`src/rtl/rgbc_pkg.sv`:
```
`default_nettype none
package rgbc_pkg;
	localparam int CountW = 16;
	localparam int PctW = 7;
	localparam int HueW = 9;
	localparam int QuoW = 7;
	localparam int ScaledW = CountW + PctW;
	localparam int HueNumW = 13;
	localparam int SatNumW = 14;
	localparam int SatDenW = 8;

	localparam logic [PctW-1:0] PctFull = 7'd100;
	localparam logic [PctW-1:0] PctHalf = 7'd50;
	localparam logic [SatDenW-1:0] SumFull = 8'd200;
	localparam logic [5:0] HueStep = 6'd60;

	// sector holding the maximum channel
	localparam logic [1:0] SecRedUp = 2'd0;
	localparam logic [1:0] SecRedDn = 2'd1;
	localparam logic [1:0] SecGreen = 2'd2;
	localparam logic [1:0] SecBlue = 2'd3;

	typedef struct packed {
		logic [1:0] sector;
		logic neg;
		logic grey;
		logic inv;
	} hue_side_t;
endpackage
`default_nettype wire

```
`src/rtl/rgbc_div.sv`:
```
`default_nettype none
module rgbc_div #(
	parameter int NW = 23,
	parameter int DW = 16,
	parameter int QW = 7,
	parameter int SW = 1
) (
	input wire logic clk,
	input wire logic arst_n,
	input wire logic en,
	input wire logic in_valid,
	input wire logic [NW-1:0] num,
	input wire logic [DW-1:0] den,
	input wire logic [SW-1:0] side,
	output logic out_valid,
	output logic [QW-1:0] quo,
	output logic [SW-1:0] side_out
);
	// restoring division, one quotient bit per stage; needs num < den * 2**QW
	localparam int CW = (NW > DW + QW) ? NW : DW + QW;

	logic [CW-1:0] rem_s [1:QW];
	logic [QW-1:0] quo_s [1:QW];
	logic [DW-1:0] den_s [1:QW];
	logic [SW-1:0] side_s [1:QW];
	logic [QW:1] valid_s;

	for (genvar i = 0; i < QW; i++) begin : g_stage
		logic [CW-1:0] rem_in;
		logic [QW-1:0] quo_in;
		logic [DW-1:0] den_in;
		logic [SW-1:0] side_in;
		logic v_in;
		logic [CW-1:0] dsh;
		logic ge;

		if (i == 0) begin : g_first
			assign rem_in = CW'(num);
			assign quo_in = '0;
			assign den_in = den;
			assign side_in = side;
			assign v_in = in_valid;
		end else begin : g_next
			assign rem_in = rem_s[i];
			assign quo_in = quo_s[i];
			assign den_in = den_s[i];
			assign side_in = side_s[i];
			assign v_in = valid_s[i];
		end

		assign dsh = CW'(den_in) << (QW - 1 - i);
		assign ge = rem_in >= dsh;

		always_ff @(posedge clk or negedge arst_n) begin
			if (!arst_n) begin
				valid_s[i+1] <= 1'b0;
			end else if (en) begin
				valid_s[i+1] <= v_in;
			end
		end

		always_ff @(posedge clk) begin
			if (en) begin
				rem_s[i+1] <= ge ? rem_in - dsh : rem_in;
				quo_s[i+1] <= ge ? quo_in | (QW'(1) << (QW - 1 - i)) : quo_in;
				den_s[i+1] <= den_in;
				side_s[i+1] <= side_in;
			end
		end
	end

	assign out_valid = valid_s[QW];
	assign quo = quo_s[QW];
	assign side_out = side_s[QW];
endmodule
`default_nettype wire

```
`src/rtl/rgbc_to_hsl_integer.sv`:
```
`default_nettype none
// Channel  Dir  Bits  Contents (lowest bit first)
// s_axis   in   64    red_count, green_count, blue_count, clear_count
// m_axis   out  24    hue_deg, saturation_pct, lightness_pct, result_valid
//
// The pipeline is: one input register, seven stages of the channel
// scaling divider (one quotient bit per stage), clamp, max/min, operand
// forming, seven stages of the hue and saturation dividers, output register.
// One sample is taken every cycle unless stalled. The whole pipeline advances
// together while the output register is empty or its transfer completes; a
// stall freezes it. Reset clears only the valid bits.
module rgbc_to_hsl_integer (
	input wire logic clk,
	input wire logic arst_n,
	input wire logic s_tvalid,
	output logic s_tready,
	input wire logic [63:0] s_tdata, // red_count, green_count, blue_count, clear_count
	output logic m_tvalid,
	input wire logic m_tready,
	output logic [23:0] m_tdata // hue_deg, saturation_pct, lightness_pct, result_valid
);
	import rgbc_pkg::*;

	logic en;
	assign en = !m_tvalid || m_tready;
	assign s_tready = en;

	// stage 1: register the counts
	logic v_s1;
	logic [CountW-1:0] cnt_s1 [0:2];
	logic [CountW-1:0] clr_s1;

	always_ff @(posedge clk or negedge arst_n) begin
		if (!arst_n) begin
			v_s1 <= 1'b0;
		end else if (en) begin
			v_s1 <= s_tvalid;
		end
	end

	always_ff @(posedge clk) begin
		if (en) begin
			cnt_s1[0] <= s_tdata[15:0];
			cnt_s1[1] <= s_tdata[31:16];
			cnt_s1[2] <= s_tdata[47:32];
			clr_s1 <= s_tdata[63:48];
		end
	end

	// scale each channel: count * 100 / clear; flag quotients past the divider range
	logic [ScaledW-1:0] num_c [0:2];
	logic [2:0] big_c;
	logic inv_c;
	assign inv_c = clr_s1 == '0;
	for (genvar c = 0; c < 3; c++) begin : g_scale
		assign num_c[c] = ScaledW'(cnt_s1[c]) * ScaledW'(PctFull);
		assign big_c[c] = num_c[c][ScaledW-1:QuoW] >= clr_s1;
	end

	logic [2:0] dv;
	logic [QuoW-1:0] dq [0:2];
	logic [3:0] dside [0:2];
	for (genvar c = 0; c < 3; c++) begin : g_div
		rgbc_div #(.NW(ScaledW), .DW(CountW), .QW(QuoW), .SW(4)) u_div (
			.clk(clk), .arst_n(arst_n), .en(en), .in_valid(v_s1),
			.num(num_c[c]), .den(clr_s1), .side({inv_c, big_c}),
			.out_valid(dv[c]), .quo(dq[c]), .side_out(dside[c])
		);
	end

	// clamp stage: saturate at 100
	logic v_s2, inv_s2;
	logic [PctW-1:0] pct_s2 [0:2];
	always_ff @(posedge clk or negedge arst_n) begin
		if (!arst_n) begin
			v_s2 <= 1'b0;
		end else if (en) begin
			v_s2 <= &dv;
		end
	end
	always_ff @(posedge clk) begin
		if (en) begin
			inv_s2 <= dside[0][3];
			for (int c = 0; c < 3; c++) begin
				pct_s2[c] <= (dside[0][c] || dq[c] > PctFull) ? PctFull : dq[c];
			end
		end
	end

	// max / min stage; ties go red, then green, then blue
	logic [PctW-1:0] r2, g2, b2, mx_c, mn_c;
	logic [1:0] sec_c;
	assign r2 = pct_s2[0];
	assign g2 = pct_s2[1];
	assign b2 = pct_s2[2];
	always_comb begin
		mx_c = r2;
		if (g2 > mx_c) mx_c = g2;
		if (b2 > mx_c) mx_c = b2;
		mn_c = r2;
		if (g2 < mn_c) mn_c = g2;
		if (b2 < mn_c) mn_c = b2;
		if (mx_c == r2) sec_c = (g2 >= b2) ? SecRedUp : SecRedDn;
		else if (mx_c == g2) sec_c = SecGreen;
		else sec_c = SecBlue;
	end

	logic v_s3, inv_s3;
	logic [1:0] sec_s3;
	logic [PctW-1:0] dif_s3, r_s3, g_s3, b_s3;
	logic [SatDenW-1:0] sum_s3;
	always_ff @(posedge clk or negedge arst_n) begin
		if (!arst_n) begin
			v_s3 <= 1'b0;
		end else if (en) begin
			v_s3 <= v_s2;
		end
	end
	always_ff @(posedge clk) begin
		if (en) begin
			inv_s3 <= inv_s2;
			sec_s3 <= sec_c;
			dif_s3 <= mx_c - mn_c;
			sum_s3 <= SatDenW'(mx_c) + SatDenW'(mn_c);
			r_s3 <= r2;
			g_s3 <= g2;
			b_s3 <= b2;
		end
	end

	// operand stage: hue and saturation numerators and denominators
	logic [PctW-1:0] ha, hb, hdiff, lig_c;
	logic hneg;
	always_comb begin
		case (sec_s3)
			SecRedUp, SecRedDn: begin
				ha = g_s3;
				hb = b_s3;
			end
			SecGreen: begin
				ha = b_s3;
				hb = r_s3;
			end
			default: begin
				ha = r_s3;
				hb = g_s3;
			end
		endcase
		hneg = ha < hb;
		hdiff = hneg ? hb - ha : ha - hb;
	end
	assign lig_c = sum_s3[SatDenW-1:1];

	logic v_s4;
	logic [HueNumW-1:0] hnum_s4;
	logic [PctW-1:0] hden_s4, lig_s4;
	logic [SatNumW-1:0] snum_s4;
	logic [SatDenW-1:0] sden_s4;
	hue_side_t hside_s4;
	always_ff @(posedge clk or negedge arst_n) begin
		if (!arst_n) begin
			v_s4 <= 1'b0;
		end else if (en) begin
			v_s4 <= v_s3;
		end
	end
	always_ff @(posedge clk) begin
		if (en) begin
			hnum_s4 <= HueNumW'(hdiff) * HueNumW'(HueStep);
			hden_s4 <= dif_s3;
			snum_s4 <= SatNumW'(dif_s3) * SatNumW'(PctFull);
			sden_s4 <= (lig_c <= PctHalf) ? sum_s3 : SumFull - sum_s3;
			lig_s4 <= lig_c;
			hside_s4 <= '{sector: sec_s3, neg: hneg, grey: dif_s3 == '0, inv: inv_s3};
		end
	end

	logic hv, sv;
	logic [QuoW-1:0] hq, sq;
	hue_side_t hside_o;
	logic [PctW-1:0] lig_o;

	rgbc_div #(.NW(HueNumW), .DW(PctW), .QW(QuoW), .SW($bits(hue_side_t))) u_hue_div (
		.clk(clk), .arst_n(arst_n), .en(en), .in_valid(v_s4),
		.num(hnum_s4), .den(hden_s4), .side(hside_s4),
		.out_valid(hv), .quo(hq), .side_out(hside_o)
	);

	rgbc_div #(.NW(SatNumW), .DW(SatDenW), .QW(QuoW), .SW(PctW)) u_sat_div (
		.clk(clk), .arst_n(arst_n), .en(en), .in_valid(v_s4),
		.num(snum_s4), .den(sden_s4), .side(lig_s4),
		.out_valid(sv), .quo(sq), .side_out(lig_o)
	);

	// output stage: add or subtract the hue term from the sector base
	logic [HueW-1:0] base_c, hue_c;
	always_comb begin
		case (hside_o.sector)
			SecRedUp: base_c = 9'd0;
			SecRedDn: base_c = 9'd360;
			SecGreen: base_c = 9'd120;
			default: base_c = 9'd240;
		endcase
		hue_c = hside_o.neg ? base_c - HueW'(hq) : base_c + HueW'(hq);
	end

	logic [HueW-1:0] hue_q;
	logic [PctW-1:0] sat_q, lig_q;
	logic ok_q;
	always_ff @(posedge clk or negedge arst_n) begin
		if (!arst_n) begin
			m_tvalid <= 1'b0;
		end else if (en) begin
			m_tvalid <= hv & sv;
		end
	end
	always_ff @(posedge clk) begin
		if (en) begin
			// drop everything to zero for an empty clear count; grey zeroes hue and saturation
			hue_q <= (hside_o.inv || hside_o.grey) ? '0 : hue_c;
			sat_q <= (hside_o.inv || hside_o.grey) ? '0 : sq;
			lig_q <= hside_o.inv ? '0 : lig_o;
			ok_q <= !hside_o.inv;
		end
	end

	assign m_tdata = {ok_q, lig_q, sat_q, hue_q};
endmodule
`default_nettype wire

```
`config.mk`:
```
export PLATFORM = sky130hd
export DESIGN_NAME = rgbc_to_hsl_integer
export DESIGN_NICKNAME = d
export VERILOG_FILES = /design/src/rtl/rgbc_pkg.sv /design/src/rtl/rgbc_div.sv /design/src/rtl/rgbc_to_hsl_integer.sv
export SDC_FILE = /design/constraint.sdc
export NUM_CORES = 2
export LEC_CHECK = 0
export ABC_AREA = 1
export CORE_MARGIN = 2
export CORE_UTILIZATION = 40
export CTS_CLUSTER_SIZE = 16
export DETAILED_ROUTE_END_ITERATION = 12
export DONT_BUFFER_PORTS = 1
export GPL_TIMING_DRIVEN = 0
export PLACE_DENSITY = 0.53
export SYNTH_ARGS = -nofsm -noshare
export SYNTH_HDL_FRONTEND = slang
export SYNTH_SLANG_ARGS = --single-unit
```
`constraint.sdc`:
```
create_clock -name clk -period 38.9 [get_ports clk]
set_clock_uncertainty 0.1 [all_clocks]
set_input_delay 1.945 -clock clk [delete_from_list [all_inputs] [get_ports clk]]
set_output_delay 1.945 -clock clk [all_outputs]
set_load 0.02 [all_outputs]
```
==> out/qor.txt <==
Global placer's final weighted congestion = 0.884
Category of the worst setup path capture point = flip-flop
Number of max-capacitance violations reported = 0
Number of filler instances in the final layout = 17352
Slew Viols, Final = 0
Post-Place Cell Area = 76700 µm²
Total met3 wirelength after detailed routing = 6270 µm
Most used standard cells in the synthesized netlist = 1466 x nand2_1, 1150 x edfxtp_1, 1004 x inv_1
Status = finished clean
Critical setup path kind = reg2reg
End point of the critical path = hnum_s4[12]
Origin of the worst setup path = sec_s3[1]
Clock tree from TritonCTS = built
GRT Util Overall = 18.8%
Remaining Overflow, GRT = 0
Cell depth of the worst flop-to-flop path = 29
Routed length on met1 = 82000 µm
Sequential cell area = 35000 µm²
Antenna violations before repair = 3
Maximum number of pins on one net before global-route repair = 73
Total iterations of the first detailed-routing run = 6
Finished Cell Area = 81300 µm²
Most common flop cell mapped by yosys = edfxtp_1
Resized cells post-CTS = 0
Number of nets in the layout = 8562
Final HPWL from detailed placement = 141000 µm
Startpoint kind of the worst setup timing path = flip-flop
Worst Hold Depth = 0
Required time of the worst setup path = 39.34 ns
Synth-to-layout area growth = 11.1%
Final Hold Vio Count = 0
Flops & latches, synth = 1169
Detailed route wirelength on metal2 = 81700 µm
Netlist area before placement = 73200 µm²
Largest cells by area after synthesis = edfxtp_1 47%, ha_1 13%, nand2_1 7.5%
Data arrival time at the worst-slack endpoint = 6.68 ns
Place WS = 32.62 ns
CTS max path bufs = 3
Number of remaining DRC errors = 0
Beginning of the worst register-to-register path = sec_s3[1]
Time the worst path needs with I/O delays and setup = 6.23 ns
RSZ-0062 raised after global routing = false
Count of buffers from port buffering = 0
Most frequent cell after synthesis = nand2_1
# hold bufs at CTS = 0
Dominant cell type by area after synthesis = edfxtp_1
Critical-path top delay cell = fa_1
Post-Synthesis Net Count = 8404
Highest metal used = met4
Hold/Removal Path Class = reg2reg
Wire length of the first global-routing pass = 276000 µm
Unique masters post-synth = 70
Slew at the pin closest to its max-slew limit = 1.01 ns
Clock latency on the worst-skew pair = 0.79 ns
Proportion of netlist area held by the largest area contributor = 47.2%
Setup violation total in the final timing report = 0
Ratio of cells with drive above 1 in the final layout = 6.55%
Share of synthesized flip-flops with an asynchronous set or reset = 1.63%
Max-Slew Margin vs Limit = 31.6%
Vertical die dimension = 432 µm
Row count = 157
Clk pin slew, worst setup/hold paths = 0.06 ns
Max incr delay on CP = 0.53 ns
FF-to-FF End = hnum_s4[12]
CTS buffer count = 138
Max Clk Rate = 0.160 GHz
Multi-input gate area = 33800 µm²
Synth warnings = 0
Count of clock tree sinks = 1169
Number of standard cells after synthesis = 7505
Initial cell density of the core = 40.1%
Number of enable-type register cells in the synthesized netlist = 1150
Total routed wirelength = 175000 µm
Clock root buffer master = clkbuf_16
Horizontal extent of the die = 432 µm
DIE AREA = 186000 µm²
Number of routed nets with antenna violations = 0
Placeable core region = 182000 µm²
Violation count after the first detailed-route iteration = 3002
Tcrit/Tclk final = 16.0%
Via count of the first global-routing pass = 50044
Post-layout worst setup margin = 32.67 ns
Postcts setup bufs = 0
Sequential area share after synthesis = 47.8%
Register-to-Register Setup Slack = 32.67 ns
Number of vias per cell = 4.98
Vias after detailed routing = 50602
H-tree levels = 4
Crit-path max FO = 10
Synthesized area per cell = 9.75 µm²
Routed WL per cell = 17.2 µm
Io pins = 94
## sequential cells by signal, summed over array words and instances (netlist names), 9 cells and up, named ones only
name / flops
u_sat_div.rem_s: 69
u_hue_div.side_s: 35
u_sat_div.den_s: 43
clr_s1: 16
snum_s4: 9
cnt_s1: 48
g_div.u_div.side_s: 28
u_hue_div.rem_s: 73
u_hue_div.den_s: 41
u_sat_div.side_s: 49
pct_s2: 21
g_div.u_div.quo_s: 84
g_div.u_div.rem_s: 381
u_sat_div.quo_s: 28
g_div.u_div.den_s: 96
hnum_s4: 11
u_hue_div.quo_s: 28
hue_q: 9
## layout make-up
type	count	area share, %
buffer	85	0.748
sequential	1169	43.1
clock inverter	83	1.30
tap	2385	3.67
multi-input combinational	5231	41.5
clock buffer	161	4.37
inverter	1020	4.71
timing repair buffer	18	0.600
antenna	4	0.0123
## logic make-up (layout without fill, tap and decap cells)
group / after synthesis / in the layout / share of synthesized area (%)
mux: 8 / 8 / 0.123
other cells: 1 / 5 / 0.00512
compound gates: 1389 / 1389 / 10.9
simple gates: 2578 / 2578 / 14.9
buf+inv: 1105 / 1367 / 6.06
flops: 1169 / 1169 / 47.8
fa+ha+maj: 831 / 831 / 15.0
xor+xnor: 424 / 424 / 5.07
## stage by stage
stage,setup TNS [ns],hold WS [ns],util (%),cells
floorplan,0,0.300,-,7505
global placement,-9810.83,0.301,41.7,9890
detailed placement,0,0.305,42.0,9908
CTS,0,0.287,44.5,10152
global route,0,0.295,44.5,10152
finish,0,0.290,44.5,10156
## worst max-delay path: cells and delay by family, from the launching register on
kind	cells	cell delay, ns
adder cells (fa/ha/maj)	4	1.68
AO/OA/AOI/OAI	10	1.56
buffers and inverters	8	1.44
AND/OR/NAND/NOR	6	0.79
flip-flops	1	0.39
XOR/XNOR	1	0.07
## metal layers
metal	vias to the layer above	GRT usage [%]
met5	-	0
met4	0	5.55
met3	213	2.39
met2	880	31.4
met1	23334	25.6
li1	26175	-
## worst min-delay path by stage
| stage | startpoint | endpoint | slack, ns |
|---|---|---|---|
| 3_3_place_gp | u_sat_div.side_s[4][2] | u_sat_div.side_s[5][2] | 0.30 |
| 3_5_place_dp | g_div[2].u_div.quo_s[0][34] | g_div[2].u_div.quo_s[0][41] | 0.30 |
| 2_1_floorplan | g_div[0].u_div.quo_s[1][6] | g_div[0].u_div.quo_s[2][6] | 0.30 |
| 4_1_cts | u_hue_div.side_s[6][0] | u_hue_div.side_s[7][0] | 0.29 |
| 5_1_grt | u_hue_div.side_s[6][2] | u_hue_div.side_s[7][2] | 0.29 |
| 6_report | u_hue_div.side_s[6][0] | u_hue_div.side_s[7][0] | 0.29 |
## cells in the final DEF, fill, tap and decap left out, drive strengths merged, types with 57 or more instances in the layout
master  netlist  final
clkinv        2     58
buf          70     88
nand4        84     84
o21ai       554    554
a31oi        57     57
a21o         64     64
nand3       275    275
xnor2       185    185
nor3         88     88
ha          751    751
fa           80     80
xor2        239    239
inv        1018   1027
nand2      1491   1491
edfxtp     1150   1150
clkbuf       15    176
a21oi       555    555
nor2        488    488
or2          63     63
Power is not shown: default switching activity piles up to over one toggle a cycle in this logic, so the estimate is an artifact.
